<file path="src/design/dsmc_pkg.sv">
// ----------------------------------------------------------------------------
// Display sleep and mode controller package
// Shared types, register indexes, operation codes and timing constants.
// ----------------------------------------------------------------------------
package dsmc_pkg;

   localparam int CsrIndexWidth = 3;
   localparam int CsrDataWidth  = 16;
   localparam int MinuteWidth   = 11;
   localparam int RotateMsWidth = 26;

   typedef logic [CsrIndexWidth-1:0] csr_index_type;
   typedef logic [CsrDataWidth-1:0]  csr_data_type;
   typedef logic [MinuteWidth-1:0]   minute_type;

   localparam csr_index_type CSR_SCHEDULE_ENABLE = 3'd0;
   localparam csr_index_type CSR_OFF_HOUR        = 3'd1;
   localparam csr_index_type CSR_OFF_MINUTE      = 3'd2;
   localparam csr_index_type CSR_ON_HOUR         = 3'd3;
   localparam csr_index_type CSR_ON_MINUTE       = 3'd4;
   localparam csr_index_type CSR_ROTATE_ENABLE   = 3'd5;
   localparam csr_index_type CSR_ROTATE_SECONDS  = 3'd6;
   localparam csr_index_type CSR_CONTRAST_LEVEL  = 3'd7;

   localparam logic [1:0] OP_TOUCH    = 2'd0;
   localparam logic [1:0] OP_TICK     = 2'd1;
   localparam logic [1:0] OP_OVERRIDE = 2'd2;

   localparam logic [1:0] OVR_AUTO     = 2'd0;
   localparam logic [1:0] OVR_ON       = 2'd1;
   localparam logic [1:0] OVR_OFF      = 2'd2;
   localparam logic [1:0] OVR_RESERVED = 2'd3;

   localparam logic [1:0] CMD_NONE = 2'd0;
   localparam logic [1:0] CMD_ON   = 2'd1;
   localparam logic [1:0] CMD_OFF  = 2'd2;

   localparam logic [31:0] DEBOUNCE_MS = 32'd60;
   localparam logic [31:0] PEEK_MS     = 32'd20000;
   localparam logic [31:0] RENDER_MS   = 32'd200;
   localparam logic [RotateMsWidth-1:0] MS_PER_SEC = 26'd1000;
   localparam minute_type  MIN_PER_HOUR = 11'd60;

   typedef struct packed {
      logic [1:0]  operation;
      logic [31:0] now_ms;
      logic        touch_level;
      logic        time_synced;
      logic [4:0]  clock_hour;
      logic [5:0]  clock_minute;
      logic [1:0]  override_value;
   } req_type;

   typedef struct packed {
      logic        panel_awake;
      logic [2:0]  display_mode;
      logic [1:0]  panel_command;
      logic        contrast_write;
      logic [7:0]  contrast_value;
      logic        render_due;
   } rsp_type;

   typedef struct packed {
      logic                     schedule_enable;
      logic [4:0]               off_hour;
      logic [5:0]               off_minute;
      logic [4:0]               on_hour;
      logic [5:0]               on_minute;
      logic                     rotate_enable;
      logic [RotateMsWidth-1:0] rotate_ms;
      logic [7:0]               contrast_level;
   } cfg_type;

   typedef struct packed {
      logic [1:0]  override_state;
      logic        peek_active;
      logic [31:0] peek_expiry;
      logic [2:0]  mode_index;
      logic [31:0] last_mode_change;
      logic [31:0] last_render;
      logic        powered_on;
      logic        touch_level_seen;
      logic [31:0] last_touch_edge;
   } state_type;

   function automatic minute_type minute_of_day(logic [4:0] hour, logic [5:0] minute);
      return minute_type'(hour) * MIN_PER_HOUR + minute_type'(minute);
   endfunction

endpackage

</file>
<file path="src/design/dsmc_if.sv">
// ----------------------------------------------------------------------------
// Display sleep and mode controller channels
// Valid/ready channels for request items and response items.
// ----------------------------------------------------------------------------
interface dsmc_req_if;
   import dsmc_pkg::*;

   logic    valid;
   logic    ready;
   req_type payload;

   modport source (output valid, output payload, input ready);
   modport sink (input valid, input payload, output ready);
endinterface

interface dsmc_rsp_if;
   import dsmc_pkg::*;

   logic    valid;
   logic    ready;
   rsp_type payload;

   modport source (output valid, output payload, input ready);
   modport sink (input valid, input payload, output ready);
endinterface

</file>
<file path="src/design/display_sleep_and_mode_controller_core.sv">
// ----------------------------------------------------------------------------
// Display sleep and mode controller core
// Debounces touch, tracks panel power, the nightly off window, peeks and
// display mode rotation, and issues panel commands and render requests.
// ----------------------------------------------------------------------------
//   Channel   Direction   Handshake      Content
//   req_ch    in          valid/ready    operation, time, touch, clock, override
//   rsp_ch    out         valid/ready    power, mode, command, contrast, render
//   csr_*     in          write enable   eight configuration registers
//
// One item per cycle is accepted while the response is not stalled; each result is
// presented once it has passed the input register into the result register.
// All state is updated in the single compute stage between those registers.
// A stalled response holds the pipeline; the input register still takes one item.
// Reset is synchronous and restores the register and state defaults.
module display_sleep_and_mode_controller_core #(
   parameter int NUM_MODES = 6
) (
   input  logic                   clock,
   input  logic                   reset,
   input  logic                   csr_we,
   input  dsmc_pkg::csr_index_type csr_index,
   input  dsmc_pkg::csr_data_type  csr_wdata,
   dsmc_req_if.sink               req_ch,
   dsmc_rsp_if.source             rsp_ch
);
   import dsmc_pkg::*;

   cfg_type   cfg_ff;
   cfg_type   cfg_in;
   state_type state_ff;
   state_type state_in;
   req_type   item_ff;
   logic      item_valid_ff;
   rsp_type   rsp_ff;
   rsp_type   rsp_in;
   logic      rsp_valid_ff;
   logic      advance;

   always_comb begin
      cfg_in = cfg_ff;
      if (csr_we) begin
         case (csr_index)
            CSR_SCHEDULE_ENABLE: cfg_in.schedule_enable = csr_wdata[0];
            CSR_OFF_HOUR:        cfg_in.off_hour        = csr_wdata[4:0];
            CSR_OFF_MINUTE:      cfg_in.off_minute      = csr_wdata[5:0];
            CSR_ON_HOUR:         cfg_in.on_hour         = csr_wdata[4:0];
            CSR_ON_MINUTE:       cfg_in.on_minute       = csr_wdata[5:0];
            CSR_ROTATE_ENABLE:   cfg_in.rotate_enable   = csr_wdata[0];
            CSR_ROTATE_SECONDS:  cfg_in.rotate_ms       = RotateMsWidth'(csr_wdata) * MS_PER_SEC;
            CSR_CONTRAST_LEVEL:  cfg_in.contrast_level  = csr_wdata[7:0];
            default:             cfg_in = cfg_ff;
         endcase
      end
   end

   always_ff @(posedge clock) begin
      if (reset) begin
         cfg_ff.schedule_enable <= 1'b0;
         cfg_ff.off_hour        <= 5'd23;
         cfg_ff.off_minute      <= 6'd0;
         cfg_ff.on_hour         <= 5'd7;
         cfg_ff.on_minute       <= 6'd0;
         cfg_ff.rotate_enable   <= 1'b0;
         cfg_ff.rotate_ms       <= 26'd10000;
         cfg_ff.contrast_level  <= 8'd255;
      end else begin
         cfg_ff <= cfg_in;
      end
   end

   assign advance      = !rsp_valid_ff || rsp_ch.ready;
   assign req_ch.ready = !item_valid_ff || advance;

   dsmc_engine #(
      .NUM_MODES (NUM_MODES)
   ) u_engine (
      .cfg       (cfg_ff),
      .state_cur (state_ff),
      .item      (item_ff),
      .state_nxt (state_in),
      .rsp       (rsp_in)
   );

   always_ff @(posedge clock) begin
      if (req_ch.valid && req_ch.ready) begin
         item_ff <= req_ch.payload;
      end
      if (advance && item_valid_ff) begin
         rsp_ff <= rsp_in;
      end
   end

   always_ff @(posedge clock) begin
      if (reset) begin
         item_valid_ff <= 1'b0;
         rsp_valid_ff  <= 1'b0;
         state_ff.override_state   <= OVR_AUTO;
         state_ff.peek_active      <= 1'b0;
         state_ff.peek_expiry      <= 32'd0;
         state_ff.mode_index       <= 3'd0;
         state_ff.last_mode_change <= 32'd0;
         state_ff.last_render      <= 32'd0;
         state_ff.powered_on       <= 1'b1;
         state_ff.touch_level_seen <= 1'b0;
         state_ff.last_touch_edge  <= 32'd0;
      end else begin
         if (req_ch.ready) begin
            item_valid_ff <= req_ch.valid;
         end
         if (advance) begin
            rsp_valid_ff <= item_valid_ff;
            if (item_valid_ff) begin
               state_ff <= state_in;
            end
         end
      end
   end

   assign rsp_ch.valid   = rsp_valid_ff;
   assign rsp_ch.payload = rsp_ff;

endmodule

</file>
<file path="src/design/dsmc_engine.sv">
// ----------------------------------------------------------------------------
// Display sleep and mode controller engine
// Computes the next controller state and the response for one request item.
// ----------------------------------------------------------------------------
module dsmc_engine #(
   parameter int NUM_MODES = 6
) (
   input  dsmc_pkg::cfg_type   cfg,
   input  dsmc_pkg::state_type state_cur,
   input  dsmc_pkg::req_type   item,
   output dsmc_pkg::state_type state_nxt,
   output dsmc_pkg::rsp_type   rsp
);
   import dsmc_pkg::*;

   localparam logic [3:0] ModeCount = 4'(NUM_MODES);

   minute_type cur_min;
   minute_type off_min;
   minute_type on_min;
   logic       in_window;
   logic       awake;
   logic       peek_expire;
   logic       touch_take;
   logic       rotate_due;
   logic [3:0] mode_inc;
   logic [2:0] mode_next;

   always_comb begin
      cur_min = minute_of_day(item.clock_hour, item.clock_minute);
      off_min = minute_of_day(cfg.off_hour, cfg.off_minute);
      on_min  = minute_of_day(cfg.on_hour, cfg.on_minute);
      if (off_min == on_min) begin
         in_window = 1'b0;
      end else if (off_min < on_min) begin
         in_window = (cur_min >= off_min) && (cur_min < on_min);
      end else begin
         in_window = (cur_min >= off_min) || (cur_min < on_min);
      end
   end

   always_comb begin
      peek_expire = 1'b0;
      if (state_cur.override_state == OVR_ON) begin
         awake = 1'b1;
      end else if (state_cur.override_state == OVR_OFF) begin
         awake = 1'b0;
      end else if (!cfg.schedule_enable || !item.time_synced) begin
         awake = 1'b1;
      end else if (state_cur.peek_active && (item.now_ms < state_cur.peek_expiry)) begin
         awake = 1'b1;
      end else begin
         peek_expire = state_cur.peek_active;
         awake       = !in_window;
      end
   end

   assign mode_inc  = {1'b0, state_cur.mode_index} + 4'd1;
   assign mode_next = (mode_inc == ModeCount) ? 3'd0 : mode_inc[2:0];

   assign touch_take = (item.touch_level != state_cur.touch_level_seen) &&
                       ((item.now_ms - state_cur.last_touch_edge) > DEBOUNCE_MS);
   assign rotate_due = cfg.rotate_enable &&
                       ((item.now_ms - state_cur.last_mode_change) > 32'(cfg.rotate_ms));

   always_comb begin
      state_nxt          = state_cur;
      rsp.panel_command  = CMD_NONE;
      rsp.contrast_write = 1'b0;
      rsp.contrast_value = 8'd0;
      rsp.render_due     = 1'b0;
      case (item.operation)
         OP_TOUCH: begin
            if (touch_take) begin
               state_nxt.last_touch_edge  = item.now_ms;
               state_nxt.touch_level_seen = item.touch_level;
               if (item.touch_level) begin
                  if (peek_expire) begin
                     state_nxt.peek_active = 1'b0;
                  end
                  if (!awake) begin
                     state_nxt.override_state = OVR_AUTO;
                     if (cfg.schedule_enable && item.time_synced && in_window) begin
                        state_nxt.peek_active = 1'b1;
                        state_nxt.peek_expiry = item.now_ms + PEEK_MS;
                     end
                  end else begin
                     state_nxt.mode_index       = mode_next;
                     state_nxt.last_mode_change = item.now_ms;
                  end
               end
            end
         end
         OP_TICK: begin
            if (peek_expire) begin
               state_nxt.peek_active = 1'b0;
            end
            if (awake != state_cur.powered_on) begin
               state_nxt.powered_on = awake;
               if (awake) begin
                  rsp.panel_command  = CMD_ON;
                  rsp.contrast_write = 1'b1;
                  rsp.contrast_value = cfg.contrast_level;
               end else begin
                  rsp.panel_command = CMD_OFF;
               end
            end
            if (awake) begin
               if (rotate_due) begin
                  state_nxt.mode_index       = mode_next;
                  state_nxt.last_mode_change = item.now_ms;
               end
               if ((item.now_ms - state_cur.last_render) >= RENDER_MS) begin
                  state_nxt.last_render = item.now_ms;
                  rsp.render_due        = 1'b1;
               end
            end
         end
         OP_OVERRIDE: begin
            state_nxt.override_state = (item.override_value == OVR_RESERVED) ? OVR_AUTO
                                                                           : item.override_value;
            state_nxt.peek_active    = 1'b0;
         end
         default: begin
            state_nxt = state_cur;
         end
      endcase
      rsp.panel_awake  = state_nxt.powered_on;
      rsp.display_mode = state_nxt.mode_index;
   end

endmodule

</file>
<file path="src/flat_wrapper.sv">
// flat-port wrapper written by rule: the top's interface ports become plain ports
module display_sleep_and_mode_controller_core_flat import dsmc_pkg::*;
#(
   parameter int NUM_MODES = 6
)
  (clock, reset, csr_we, csr_index, csr_wdata, req_ch_valid, req_ch_payload, req_ch_ready, rsp_ch_valid, rsp_ch_payload, rsp_ch_ready);
  dsmc_req_if req_ch_i ();
  dsmc_rsp_if rsp_ch_i ();
  input  logic clock;
  input  logic reset;
  input  logic csr_we;
  input  dsmc_pkg::csr_index_type csr_index;
  input  dsmc_pkg::csr_data_type csr_wdata;
  input wire logic [$bits(req_ch_i.valid)-1:0] req_ch_valid;
  input wire logic [$bits(req_ch_i.payload)-1:0] req_ch_payload;
  output wire logic [$bits(req_ch_i.ready)-1:0] req_ch_ready;
  output wire logic [$bits(rsp_ch_i.valid)-1:0] rsp_ch_valid;
  output wire logic [$bits(rsp_ch_i.payload)-1:0] rsp_ch_payload;
  input wire logic [$bits(rsp_ch_i.ready)-1:0] rsp_ch_ready;
  assign req_ch_i.valid = req_ch_valid;
  assign req_ch_i.payload = req_ch_payload;
  assign req_ch_ready = req_ch_i.ready;
  assign rsp_ch_valid = rsp_ch_i.valid;
  assign rsp_ch_payload = rsp_ch_i.payload;
  assign rsp_ch_i.ready = rsp_ch_ready;
  display_sleep_and_mode_controller_core #(.NUM_MODES(NUM_MODES)) u_core (.clock(clock), .reset(reset), .csr_we(csr_we), .csr_index(csr_index), .csr_wdata(csr_wdata), .req_ch(req_ch_i), .rsp_ch(rsp_ch_i));
endmodule
</file>
<file path="config.mk">
export PLATFORM = sky130hd
export DESIGN_NAME = display_sleep_and_mode_controller_core_flat
export DESIGN_NICKNAME = d
export VERILOG_FILES = /design/src/design/dsmc_pkg.sv /design/src/design/dsmc_if.sv /design/src/design/display_sleep_and_mode_controller_core.sv /design/src/design/dsmc_engine.sv /design/src/flat_wrapper.sv
export SDC_FILE = /design/constraint.sdc
export NUM_CORES = 1
export LEC_CHECK = 0
export BUFFER_PORTS_ARGS = -buffer_cell sky130_fd_sc_hd__buf_2
export CORE_UTILIZATION = 44
export CTS_BUF_LIST = sky130_fd_sc_hd__clkbuf_16
export DETAILED_ROUTE_END_ITERATION = 16
export PLACE_DENSITY_LB_ADDON = 0.2
export SLEW_MARGIN = 20
export SYNTH_ARGS = -nofsm -noshare
export SYNTH_HDL_FRONTEND = slang
export SYNTH_SLANG_ARGS = --single-unit
</file>
<file path="constraint.sdc">
create_clock -name clock -period 5.01 [get_ports clock]
set_input_delay 0.501 -clock clock [delete_from_list [all_inputs] [get_ports clock]]
set_output_delay 0.501 -clock clock [all_outputs]
set_load 0.02 [all_outputs]
</file>
* Word-level counts from Yosys, hierarchy flattened
Index checks and enable logic that the tools add are counted.
Widths: inputs -> output; s select.
** Storage, ports and cells
- Logic and storage cells :: 143
- Input bits :: 73
- Flip-flop bits (word level) :: 258
** Operators by class
- $add $sub $neg :: 8
- Mux-type cells :: 29
- Multiply operators :: 4
- Reduce and logical (&&, ||, !) cells :: 40
- Eq/ne operators :: 22
- Magnitude comparators :: 7
- Bitwise operators :: 1
** Operators by type and width (number)
- $mux 70 :: 2
- $mux 35 :: 3
- $sub 32x32->32 :: 3
- $pmux 35 s2 :: 1
- $mux 67 :: 1
- $add 11x6->11 :: 3
- $mux 33 :: 1
- $add 32x15->32 const B :: 1
- $ge 32x8->1 const B :: 1
- $gt 32x26->1 :: 1
- $gt 32x6->1 const B :: 1
- $lt 32x32->1 :: 1
- $mux 32 :: 1
- $mul 5x4->9 const B :: 3
- $mul 16x7->23 const B :: 1
- $lt 11x11->1 :: 2
- $reduce_and 2->1 :: 11
- $mux 1 :: 14
- $eq 3x3->1 const B :: 4
- $eq 11x11->1 :: 1
- $ge 11x11->1 :: 1
- $ne 2x2->1 const B :: 5
- $reduce_and 5->1 :: 2
- $mux 9 :: 1
- other kinds (25) :: 46

* Logic depth before layout (Yosys ltp)
Gate-level depths: netlist of run 1.
- Depth in word-level cells :: 15
- Depth in mapped cells :: 27

* Modules after synthesis
A second synthesis of run 1 with hierarchy kept.
** Second synthesis, totals
- Cell total of the unflattened synthesis :: 2889
- Area total of the unflattened synthesis :: 24328.3 µm²
** Modules (own cells, without submodules)
- dsmc_engine :: times used 1, area each 12878.6 µm², cells each 1708
- display_sleep_and_mode_controller_core :: times used 1, area each 11449.7 µm², cells each 1181

* Worst setup path after synthesis of run 1
Ideal clock, no wire load.
- Kind :: reg2reg
- From :: register u_core.item_ff[11] (netlist name)
- To :: register u_core.state_ff[54] (netlist name)
- Slack :: -0.443 ns
- Period minus slack after synthesis :: 5.453 ns
- Stages on the path, launching flop included :: 26
- Arrival :: 5.326 ns
- Required time :: 4.882 ns
- Path through :: edfxtp_1 inv_1 fa_1 fa_1 inv_1 ha_1 a21oi_2 nand2_1 xnor2_1 and3_1 nand2_1 nor2_1 xnor2_1 ha_1 or4_1 a21oi_1 a31oi_1 o32ai_2 a211oi_2 maj3_4 inv_6 nand2_4 nor3_4 buf_8 mux2i_1 nor2_1
** On the way
- Word-level cells in the longest chain between the ends :: 12
- Elaborated cells on any way between the ends :: 14
- Those cells by class :: add/sub: 1; mul: 1; order compare: 2; mux: 6; reduce/logical: 4
** RTL lines
- start: declaration :: RTL line display_sleep_and_mode_controller_core.sv:33 : req_type item_ff;
- start signal: assignment :: RTL line display_sleep_and_mode_controller_core.sv:87 : item_ff <= req_ch.payload;
- $mul 5x4->9 (*) :: RTL line dsmc_pkg.sv:87 : return minute_type'(hour) * MIN_PER_HOUR + minute_type'(minute);
- $add 11x6->11 (*) :: RTL line dsmc_pkg.sv:87
- $ge 11x11->1 / $lt 11x11->1 (equally long branches) :: RTL line dsmc_engine.sv:36, dsmc_engine.sv:38
- $logic_or 1x1->1 / $logic_and 1x1->1 (equally long branches) :: RTL line dsmc_engine.sv:38, dsmc_engine.sv:36
- $mux 1 (*) :: RTL line dsmc_engine.sv:35 : end else if (off_min < on_min) begin
- $mux 1 (*) :: RTL line dsmc_engine.sv:33 : if (off_min == on_min) begin
- $logic_not 1->1 (*) :: RTL line dsmc_engine.sv:54 : awake = !in_window;
- $mux 1 (*) :: RTL line dsmc_engine.sv:50 : end else if (state_cur.peek_active && (item.now_ms < state_cur.peek_expiry)) begin
- $mux 1 (*) :: RTL line dsmc_engine.sv:48 : end else if (!cfg.schedule_enable || !item.time_synced) begin
- $mux 1 (*) :: RTL line dsmc_engine.sv:46 : end else if (state_cur.override_state == OVR_OFF) begin
- $mux 1 (*) :: RTL line dsmc_engine.sv:44 : if (state_cur.override_state == OVR_ON) begin
- via u_core.u_engine.awake :: RTL line dsmc_engine.sv:22 : logic awake;
- $reduce_and 5->1 (no source line) (*)
- end signal: assignment :: RTL line display_sleep_and_mode_controller_core.sv:114 : state_ff <= state_in;
- end: declaration :: RTL line display_sleep_and_mode_controller_core.sv:31 : state_type state_ff;
Mark *: on every way through the listed nets, which the timed path passes. The rest lies on a longest branch.
A chain may end at the register's enable or synchronous reset.

* Worst setup path in the final report of run 1
- From :: register u_core.item_ff[8] (netlist name)
- To :: register u_core.state_ff[134] (netlist name)
** On the way
- Word-level cells in the longest chain between the ends :: 13
- Elaborated cells on any way between the ends :: 15
- Those cells by class :: add/sub: 1; mul: 1; order compare: 2; eq/ne: 1; mux: 6; reduce/logical: 4
** RTL lines (RTL line)
- $mul 5x4->9 (*) :: dsmc_pkg.sv:87
- $add 11x6->11 (*) :: dsmc_pkg.sv:87
- $ge 11x11->1 / $lt 11x11->1 (equally long branches) :: dsmc_engine.sv:36, dsmc_engine.sv:38
- $logic_or 1x1->1 / $logic_and 1x1->1 (equally long branches) :: dsmc_engine.sv:38, dsmc_engine.sv:36
- $mux 1 (*) :: dsmc_engine.sv:35
- $mux 1 (*) :: dsmc_engine.sv:33
- $logic_not 1->1 (*) :: dsmc_engine.sv:54
- $mux 1 (*) :: dsmc_engine.sv:50
- $mux 1 (*) :: dsmc_engine.sv:48
- $mux 1 (*) :: dsmc_engine.sv:46
- $mux 1 (*) :: dsmc_engine.sv:44
- via u_core.u_engine.awake :: dsmc_engine.sv:22
- $ne 2x2->1 (no source line) (*)
- $reduce_and 6->1 (no source line) (*)
Marked as above.

==> results of run 1 <==
[power groups by stage]
stage	Clock, W	Combinational (W)	Sequential [W]
2_1_floorplan	0	0.00233	0.00230
3_3_place_gp	0	0.00336	0.00230
3_5_place_dp	0	0.00342	0.00230
4_1_cts	0.00268	0.00354	0.00225
5_1_grt	0.00276	0.00425	0.00226
6_report	0.00262	0.00377	0.00225
[path summary, 6_finish.rpt]
kind / to / startpoint / depth (start not counted)
worst min register to register: u_core.cfg_ff[32]$_SDFFE_PP0P_ / u_core.cfg_ff[32]$_SDFFE_PP0P_ / 2
worst max register to register: u_core.state_ff[134]$_SDFFE_PP0P_ / u_core.item_ff[8]$_DFFE_PP_ / 24
worst max-delay path: u_core.state_ff[134]$_SDFFE_PP0P_ / u_core.item_ff[8]$_DFFE_PP_ / 24
worst min-delay path: u_core.item_ff[16]$_DFFE_PP_ / req_ch_payload[16] / 1
[timing repair]
action | in CTS | in global routing
endpoints found under the hold margin | 0 | 0
pin swaps | 14 | 32
setup buffers | 8 | 4
gates cloned | 3 | 7
resized for setup | 49 | 72
setup endpoints to repair | 118 | 154
[through the flow]
stage	total power [W]	utilization [%]	setup slack [ns]	hold slack, ns
2_1_floorplan	0.00463	-	-0.420	0.432
3_3_place_gp	0.00565	50.4	-0.751	0.440
3_5_place_dp	0.00572	50.4	-0.822	0.448
4_1_cts	0.00848	53.5	-0.652	0.0724
5_1_grt	0.00927	54.6	-1.02	0.0831
6_report	0.00865	54.6	-0.779	0.0963
[worst max-delay path, delay by kind of cell (launching register included)]
kind                     cells  cell delay [ns]
adder cells (fa/ha/maj)      6             2.45
AO/OA/AOI/OAI                9             1.70
AND/OR/NAND/NOR              4             0.67
buffers and inverters        5             0.44
flip-flops                   1             0.43
[layout by cell type (no fill, tap or decap), types with 10 or more instances in the layout]
cell	Yosys	final
a211oi_1	20	16
a21o_1	62	62
a21oi_1	152	142
a21oi_2	3	12
a31oi_1	12	11
and2_1	11	10
and3_1	37	35
buf_2	11	89
buf_4	4	214
buf_6	3	16
clkbuf_16	0	40
dfxtp_1	193	192
edfxtp_1	64	64
fa_1	81	81
ha_1	286	279
inv_1	304	308
mux2i_1	154	153
nand2_1	176	175
nand2b_1	43	43
nand3_1	82	65
nand3_2	2	18
nand4_1	36	36
nor2_1	217	211
nor2b_1	34	34
nor3_1	27	25
nor4_1	10	10
o211ai_1	20	20
o21a_1	20	19
o21ai_0	91	81
o21bai_1	21	21
xnor2_1	66	63
xor2_1	52	48
[cell type report]
| class | instances | area [um2] | area share, % |
|---|---|---|---|
| sequential | 257 | 5790 | 21.5 |
| clock buffer | 35 | 876 | 3.26 |
| multi-input combinational | 1890 | 15400 | 57.1 |
| timing repair buffer | 333 | 2550 | 9.50 |
| inverter | 306 | 1150 | 4.29 |
| clock inverter | 27 | 328 | 1.22 |
| tap | 664 | 831 | 3.09 |
[cells by family after synthesis]
family	count (synthesis)	synth area share, %
compound gates	519	15.7
xor+xnor	118	4.67
fa+ha+maj	369	23.6
buf+inv	375	6.77
flops	257	26.2
mux	156	7.07
simple gates	728	16.0
[layer usage]
layer  wire length, um  vias up
met1             28600     9174
met5                 0        -
met4              1960        0
li1                  -     9436
met3              2630       95
met2             27700      386
[state kept, by name, indices dropped and copies added (netlist names)]
signal	cells
u_core.state_ff	136
u_core.cfg_ff	55
u_core.item_ff	49
u_core.rsp_ch.payload	15
u_core.item_valid_ff	1
u_core.rsp_ch.valid	1
==> impl_metrics.csv, run 1 <==
group,metric,value,unit
layout,post-route-cell-area,26900,um2
power,ir_worst_vdd,0.000236,V
yosys,syn-num-nets,2962,
yosys,yosysTopAreaCell,"dfxtp_1",
yosys,synth.top_cell.area_share,17.5,%
place,place_congestion,0.944,
power,p_seq_share,26.1,%
route,num_vias,19091,
sta,tns,-76.88,ns
cts,cts_htree_levels,2,
run,cap_violations,0,
layout,area_delta_synth_final,21.6,%
grt,grt_pass1_wl,97200,um
yosys,synthFlopType,"dfxtp_1",
yosys,yosysMostFrequentCell,"inv_1",
sta,slew-limit-headroom,31.7,%
layout,nFillCells,4531,
worst_setup_path,crit_slowest_cell,"fa_1",
grt,grt_pass1_vias,18792,
worst_setup_path,cp_max_fo,3,
outcome,violations,"setup timing",
place,place_area,24800,um2
sta,drv_slew,0,
route,drt_iter0_drc,1208,
power,clkPwrFrac,30.3,%
yosys,ys_async_sr_fraction,0,%
place,dp_hpwl,45600,um
grt,use_met2,38.6,%
cts,cts-hold-fix-buffers,0,
hold_path,hold_path.class,"input pin to register",
power,cellPowerDensity,322,nW/um2
yosys,synth_edf_count,64,
sta,setup_viol,118,
route,finalWirelength,60900,um
sta,max_clock_freq,173,MHz
route,ant_nets,0,
route,wl_per_cell,17.3,um
outcome,status,"complete, but fails checks",
power,leakage,11.8,nW
die,fp.dieH,226,um
sta,clock_skew,0.0485,ns
grt,grt_usage,23.8,%
worst_setup_path,worstPathArrival,6.26,ns
worst_setup_path,cp_common_cell,"fa_1",
cts,clk-insertion-delay-late,0.58,ns
yosys,ys_types,92,
layout,stdcell_count,3512,
layout,final_nets,3262,
yosys,synth_common_cells,"inv_1 (304), ha_1 (286), nor2_1 (217)",
grt,antenna_found_initial,0,
grt,overflow,0,
cts,root_buffer,"clkbuf_16",
power,p_int,0.00556,W
die,die_w,226,um
sta,min_period,5.79,ns
cts,cts_made_buffers,34,
sta,rsz0062_at_grt,"true",
worst_setup_path,critPathCaptureType,"register",
place,dp.cells,3428,
yosys,synth_area_leaders,"dfxtp_1 (17%), ha_1 (16%), edfxtp_1 (8.7%), fa_1 (7.3%), mux2i_1 (7.0%)",
cts,cts.sinks,257,
die,num_rows,81,
route,vias_per_cell,5.44,
worst_setup_path,critical_path.max_stage_delay,0.61,ns
die,die_area,51200,um2
yosys,ys_seq_area_share,26.2,%
sta,setup_ws,-0.779,ns
sta,hold_violations,0,
yosys,syn_area,22100,um2
sta,timing.final.crit_share,116,%
yosys,synth_cells,2522,
layout,drive_above_1_share,17.9,%
power,p_sw,0.00308,W
grt,top_usage_layer,"met2",
cts,cts_buffer_depth,3,
place,portBuffers,90,
worst_setup_path,startpoint_type,"register",
grt,grt_max_degree,89,
grt,use_met3,2.52,%
route,post-route-drc-count,0,
yosys,yosysWarnings,0,
cts,cts_tree,"yes",
die,ios,91,
die,core_area,49300,um2
layout,antenna_cells,0,
route,firstDrtPassIters,5,
worst_setup_path,cp_cell_sequence,"fa_1, inv_2, fa_1, inv_2, fa_1, ha_4, buf_4, a211oi_2, nor2_1, ha_1, a21o_1, a211o_1, a21oi_2, o21bai_1, a311oi_2, nand2_1, a211oi_2, maj3_4, clkinv_4, buf_4, o31ai_4, nand2_1, or3_1, a21oi_1",
worst_setup_path,cp.required,5.48,ns
yosys,ys_seq_elements,257,
cts,clk_pin_slew,0.06,ns
yosys,synth.avg_cell_area,8.77,um2
power,swShare,35.7,%
grt,met1_usage,32.6,%
die,start_util,44.9,%
power,combPwrFrac,43.6,%
sta,worst_slew_pin_slew,1.02,ns
worst_setup_path,worstSetupPathType,"register to register",
worst_setup_path,rrSetupSlack,-0.78,ns
Note: power is estimated with default switching activity, not from simulation.
==> run 2, diff against run 1 <==
--- a/config.mk
+++ b/config.mk
@@ -6,7 +6,7 @@
 export NUM_CORES = 1
 export LEC_CHECK = 0
 export BUFFER_PORTS_ARGS = -buffer_cell sky130_fd_sc_hd__buf_2
-export CORE_UTILIZATION = 44
+export CORE_UTILIZATION = 64
 export CTS_BUF_LIST = sky130_fd_sc_hd__clkbuf_16
 export DETAILED_ROUTE_END_ITERATION = 16
 export PLACE_DENSITY_LB_ADDON = 0.2
==> constraint.sdc (replaced) <==
create_clock -name clock -period 5.5 [get_ports clock]
set_input_delay 0.55 -clock clock [delete_from_list [all_inputs] [get_ports clock]]
set_output_delay 0.55 -clock clock [all_outputs]
set_load 0.02 [all_outputs]
==> run 2 against run 1 <==
Net effect:
- the run still ends with setup timing left
- routed wire length shrank 2.1%
- largest power group unchanged
- critical path depth is the same
- power shrank 17%
- first-iteration DRC count grew 24%
- sequential cell count is the same
- utilization grew 20 points
- sequential power shrank 8%
- critical path type unchanged
- sequential share of layout area grew 1.4 points
- non-clock buffer count shrank 116
==> impl_metrics.csv, run 2 (synthesis results as in run 1) <==
group,metric,value,unit
power,combPwrFrac,43.2,%
sta,slew-limit-headroom,26.7,%
layout,final_nets,3142,
sta,rsz0062_at_grt,"true",
route,vias_per_cell,6.09,
hold_path,holdPathEnd,"u_core.item_ff[34]$_DFFE_PP_",
hold_path,min_from,"req_ch_payload[34]",
layout,area_delta_synth_final,14.0,%
grt,grt_usage,32.3,%
grt,antenna_found_initial,0,
cts,cts_tree,"yes",
power,leakage,11.1,nW
worst_setup_path,crit_slowest_cell,"fa_1",
route,wl_per_cell,18.8,um
worst_setup_path,critical_path.max_stage_delay,0.60,ns
place,portBuffers,90,
sta,setup_ws,-0.306,ns
cts,cts-hold-fix-buffers,0,
worst_setup_path,r2r_start,"u_core.item_ff[8]$_DFFE_PP_",
grt,grt_max_degree,97,
worst_setup_path,critPathBufInv,5,
worst_setup_path,worst_r2r_path_depth,24,
power,cellPowerDensity,284,nW/um2
sta,worst_slew_pin_slew,1.09,ns
worst_setup_path,cp_cell_sequence,"fa_1, inv_2, fa_1, inv_2, fa_1, ha_4, buf_4, a211oi_2, nor2_1, ha_1, a21o_1, a211o_1, a21oi_2, o21bai_1, a311oi_2, nand2_1, a211oi_2, maj3_4, clkinv_4, buf_4, o31ai_4, nand2_2, or3_1, a21oi_1",
cts,clk_pin_slew,0.06,ns
die,fp.dieH,188,um
cts,cts_made_buffers,30,
layout,regMostFlops,"u_core.state_ff",
worst_setup_path,cp.required,6.00,ns
layout,largest_registers,"u_core.state_ff (136), u_core.cfg_ff (55), u_core.item_ff (49)",
route,finalWirelength,59600,um
place,dp_hpwl,44000,um
die,core_area,33800,um2
layout,drive_above_1_share,12.8,%
die,num_rows,67,
power,power.total,0.00716,W
worst_setup_path,r2r-end,"u_core.state_ff[134]$_SDFFE_PP0P_",
cts,cts.sinks,257,
layout,antenna_cells,0,
die,start_util,65.4,%
die,die_area,35300,um2
layout,largest_reg_flops,136,
cts,cts_htree_levels,1,
route,ant_nets,0,
sta,max_clock_freq,172,MHz
hold_path,min_path_cells,1,
place,dp.cells,3094,
route,firstDrtPassIters,5,
grt,grt_pass1_wl,93100,um
route,post-route-drc-count,0,
cts,root_buffer,"clkbuf_16",
route,drt_iter0_drc,1494,
power,p_sw,0.00260,W
worst_setup_path,cp_max_fo,4,
layout,stdcell_count,3174,
layout,layout_common_cells,"inv_1 (307), ha_1 (282), nor2_1 (213), dfxtp_1 (193), nand2_1 (174)",
power,ir_worst_vdd,0.000304,V
run,cap_violations,0,
power,swShare,36.3,%
worst_setup_path,worstPathArrival,6.31,ns
sta,min_period,5.81,ns
cts,clk-insertion-delay-late,0.58,ns
cts,cts_buffer_depth,3,
sta,drv_slew,0,
power,p_int,0.00456,W
place,place_congestion,0.960,
layout,final_common_cell,"inv_1",
grt,grt_pass1_vias,18918,
worst_setup_path,critPathCaptureType,"register",
sta,setup_viol,82,
route,num_vias,19323,
sta,timing.final.crit_share,106,%
worst_setup_path,worstSetupPathType,"register to register",
die,ios,91,
worst_setup_path,rrSetupSlack,-0.31,ns
worst_setup_path,cp_common_cell,"fa_1",
grt,overflow,0,
sta,hold_violations,0,
worst_setup_path,crit_family,"adder cells",
sta,clock_skew,0.0101,ns
worst_setup_path,startpoint_type,"register",
outcome,violations,"setup timing",
die,die_w,188,um
hold_path,hold_path.class,"input pin to register",
outcome,status,"complete, but fails checks",
power,p_seq_share,28.7,%
power,clkPwrFrac,28.1,%
[run 2: cell types whose count changed in the layout (fill, tap and decap cells not counted), sizes merged]
cell | before | now
buf | 328 | 212
inv | 314 | 313
clkinvlp | 1 | 2
clkbuf | 40 | 36
bufinv | 5 | 3
[run 2: cell type report]
type | count | area, um2
clock buffer | 31 | 776
clock inverter | 25 | 208
fill | 2468 | 8590
inverter | 306 | 1150
multi-input combinational | 1890 | 15100
sequential | 257 | 5790
tap | 448 | 561
timing repair buffer | 217 | 1610
[run 2: worst reg2reg max path, delay by kind of cell, from the launching register on]
kind	cells	cell delay, ns
compound gates	9	1.66
fa+ha+maj	6	2.43
buf+inv	5	0.46
flops	1	0.42
simple gates	4	0.76
[run 2: worst max path at each step]
stage / startpoint / to / slack, ns / depth (start not counted)
finish: u_core.item_ff[8]$_DFFE_PP_ / u_core.state_ff[134]$_SDFFE_PP0P_ / -0.31 / 24
global route: u_core.item_ff[9]$_DFFE_PP_ / u_core.state_ff[63]$_SDFFE_PP0P_ / -0.55 / 26
CTS: u_core.item_ff[8]$_DFFE_PP_ / u_core.state_ff[62]$_SDFFE_PP0P_ / -0.14 / 25
detailed placement: u_core.item_ff[8]$_DFFE_PP_ / u_core.state_ff[34]$_SDFFE_PP0P_ / -0.33 / 25
global placement: u_core.item_ff[8]$_DFFE_PP_ / u_core.state_ff[34]$_SDFFE_PP0P_ / -0.1 / 24
floorplan: u_core.item_ff[11]$_DFFE_PP_ / u_core.state_ff[54]$_SDFFE_PP0P_ / 0.05 / 25
[run 2: what timing repair did]
item,CTS,global route
gates resized for setup,32,36
pin swaps,15,9
buffers inserted,11,6
gates cloned,1,6
endpoints found under the setup margin,99,116
[run 2: routing by layer]
metal,vias up,routed length (um),track usage [%]
li1,9193,-,-
met5,-,0,0
met2,643,28900,56.3
met3,124,3420,3.54
met4,0,1950,11.2
met1,9363,25400,41.6
[run 2: stage by stage]
step                      setup TNS [ns]  instance area [um2]  util (%)  hold slack, ns  setup slack, ns
after floorplan                        0                22100         -           0.432           0.0467
after global placement             -3.50                23600      69.9           0.442          -0.0989
after detailed placement          -20.15                23600      69.9           0.447           -0.332
after CTS                          -6.95                24800      73.5           0.133           -0.144
after global routing              -38.78                25200      74.6           0.132           -0.551
final                             -19.22                25200      74.6           0.144           -0.306
[run 2: power by group through the flow]
stage | registers [W] | logic (W) | clock network, W
6_report | 0.00206 | 0.00309 | 0.00201
5_1_grt | 0.00206 | 0.00343 | 0.00210
4_1_cts | 0.00205 | 0.00299 | 0.00203
3_5_place_dp | 0.00209 | 0.00286 | 0
3_3_place_gp | 0.00209 | 0.00274 | 0
2_1_floorplan | 0.00210 | 0.00209 | 0
==> run 3, diff against run 2 <==
--- a/config.mk
+++ b/config.mk
@@ -6,6 +6,7 @@
 export NUM_CORES = 1
 export LEC_CHECK = 0
 export BUFFER_PORTS_ARGS = -buffer_cell sky130_fd_sc_hd__buf_2
+export CORE_MARGIN = 1.5
 export CORE_UTILIZATION = 64
 export CTS_BUF_LIST = sky130_fd_sc_hd__clkbuf_16
 export DETAILED_ROUTE_END_ITERATION = 16
==> run 3 against run 2 <==
Net effect:
- the flow still finishes with violations (setup timing)
- via count is 0.59% lower
- global-route usage is 1.1 points lower
- cell area is 0.26% higher
- sequential share of layout area is 0.060 points lower
- critical path type unchanged
- critical endpoint is now u_core.state_ff[58]$_SDFFE_PP0P_
- largest power group unchanged
- highest routed layer unchanged
==> impl_metrics.csv, run 3 (synthesis results as in run 1) <==
group,metric,value,unit
hold_path,hold_path.class,"input pin to register",
layout,layout_common_cells,"inv_1 (305), ha_1 (279), nor2_1 (211), dfxtp_1 (193), nand2_1 (175)",
layout,largest_reg_flops,136,
place,portBuffers,90,
grt,grt_pass1_wl,91700,um
route,post-route-drc-count,0,
sta,worst_slew_pin_slew,1.03,ns
cts,clk_pin_slew,0.06,ns
layout,area_delta_synth_final,14.3,%
die,die_w,189,um
place,dp.cells,3095,
route,top_layer_used,"met4",
layout,drive_above_1_share,13.0,%
power,leakage,11.0,nW
sta,timing.final.crit_share,108,%
route,wl_met2,27900,um
run,cap_violations,0,
route,num_vias,19209,
cts,cts_buffer_depth,3,
cts,clk-insertion-delay-late,0.57,ns
cts,cts-hold-fix-buffers,0,
sta,setup_viol,84,
place,place_area,23600,um2
route,drt-met1-wl,25000,um
route,met3_wirelength,3210,um
die,num_rows,67,
die,start_util,65.4,%
layout,stdcell_count,3177,
sta,min_period,5.94,ns
place,dp_hpwl,42800,um
cts,cts_made_buffers,30,
worst_setup_path,worstPathArrival,6.36,ns
layout,final_nets,3144,
layout,utilization,74.8,%
route,firstDrtPassIters,6,
power,ir_worst_vdd,0.000311,V
cts,cts.sinks,257,
sta,slew-limit-headroom,30.9,%
grt,grt_usage,31.3,%
outcome,violations,"setup timing",
die,fp.dieH,189,um
route,ant_nets,0,
cts,root_buffer,"clkbuf_16",
layout,regMostFlops,"u_core.state_ff",
worst_setup_path,cp_max_fo,8,
cts,cts_htree_levels,1,
route,finalWirelength,57800,um
worst_setup_path,critPathBufInv,5,
die,ios,91,
layout,final_common_cell,"inv_1",
die,core_area,33800,um2
sta,max_clock_freq,168,MHz
power,cellPowerDensity,284,nW/um2
worst_setup_path,crit_family,"adder cells",
grt,overflow,0,
route,drt_iter0_drc,1667,
sta,setup_ws,-0.443,ns
sta,clock_skew,0.0102,ns
worst_setup_path,worstSetupPathType,"register to register",
grt,grt_pass1_vias,18680,
layout,largest_registers,"u_core.state_ff (136), u_core.cfg_ff (55), u_core.item_ff (49)",
die,die_area,35700,um2
cts,cts_tree,"yes",
worst_setup_path,startpoint_type,"register",
worst_setup_path,cp.required,5.92,ns
power,power.total,0.00718,W
layout,nFillCells,2452,
grt,grt_max_degree,79,
sta,hold_violations,0,
worst_setup_path,cp_common_cell,"fa_1",
place,place_congestion,0.927,
worst_setup_path,crit_slowest_cell,"fa_1",
outcome,status,"complete, but fails checks",
sta,rsz0062_at_grt,"true",
worst_setup_path,critical_path.max_stage_delay,0.60,ns
layout,post-route-cell-area,25300,um2
worst_setup_path,critPathCaptureType,"register",
grt,antenna_found_initial,0,
sta,drv_slew,0,
route,wl_per_cell,18.2,um
route,vias_per_cell,6.05,
==> run 3: cell types whose count changed in the layout (fill, tap and decap cells not counted), moves of 3 or more <==
cell	delta
buf_12	-3
ha_1	-3
buf_6	+3
clkinv_2	-5
==> run 3: final cells by class <==
class / count / area (um2) / share of cell area (%)
Antenna cell: 1 / 2.50 / 0.00990
Clock buffer: 32 / 801 / 3.17
Clock inverter: 24 / 189 / 0.748
Inverter: 306 / 1150 / 4.57
Multi-Input combinational cell: 1890 / 15200 / 60.0
Sequential cell: 257 / 5790 / 22.9
Tap cell: 448 / 561 / 2.22
Timing Repair Buffer: 219 / 1610 / 6.38
==> run 3: power breakdown <==
part           leakage, nW  internal [W]  switching, W
Sequential            2.18       0.00200     0.0000486
Clock                0.488       0.00115      0.000840
Combinational         8.37       0.00142       0.00172
==> run 3: layer usage <==
metal	track usage, %	up-vias
li1	-	9213
met1	41.1	9285
met2	54.0	588
met3	3.76	123
met4	9.22	0
met5	0	-
==> run 3: worst paths after layout <==
path	from	to	slack (ns)	cells after the start
setup / recovery	u_core.item_ff[9]$_DFFE_PP_	u_core.state_ff[58]$_SDFFE_PP0P_	-0.44	25
hold / removal	req_ch_payload[24]	u_core.item_ff[24]$_DFFE_PP_	0.15	1
setup reg to reg	u_core.item_ff[9]$_DFFE_PP_	u_core.state_ff[58]$_SDFFE_PP0P_	-0.44	25
hold reg to reg	u_core.cfg_ff[30]$_SDFFE_PP0P_	u_core.cfg_ff[30]$_SDFFE_PP0P_	0.45	2
==> run 3: timing repair <==
item | in CTS | in global routing
buffers inserted | 6 | 12
cloned | 3 | 4
resized for setup | 29 | 52
hold endpoints to repair | 0 | 0
pin swaps | 9 | 22
endpoints found under the setup margin | 83 | 115
==> run 3: stage by stage <==
stage	hold slack [ns]	setup WS, ns	TNS, ns
2_1_floorplan	0.432	0.0467	0
3_3_place_gp	0.440	-0.0813	-4.77
3_5_place_dp	0.445	-0.264	-16.43
4_1_cts	0.132	-0.154	-6.21
5_1_grt	0.136	-0.653	-49.39
6_report	0.147	-0.443	-25.85
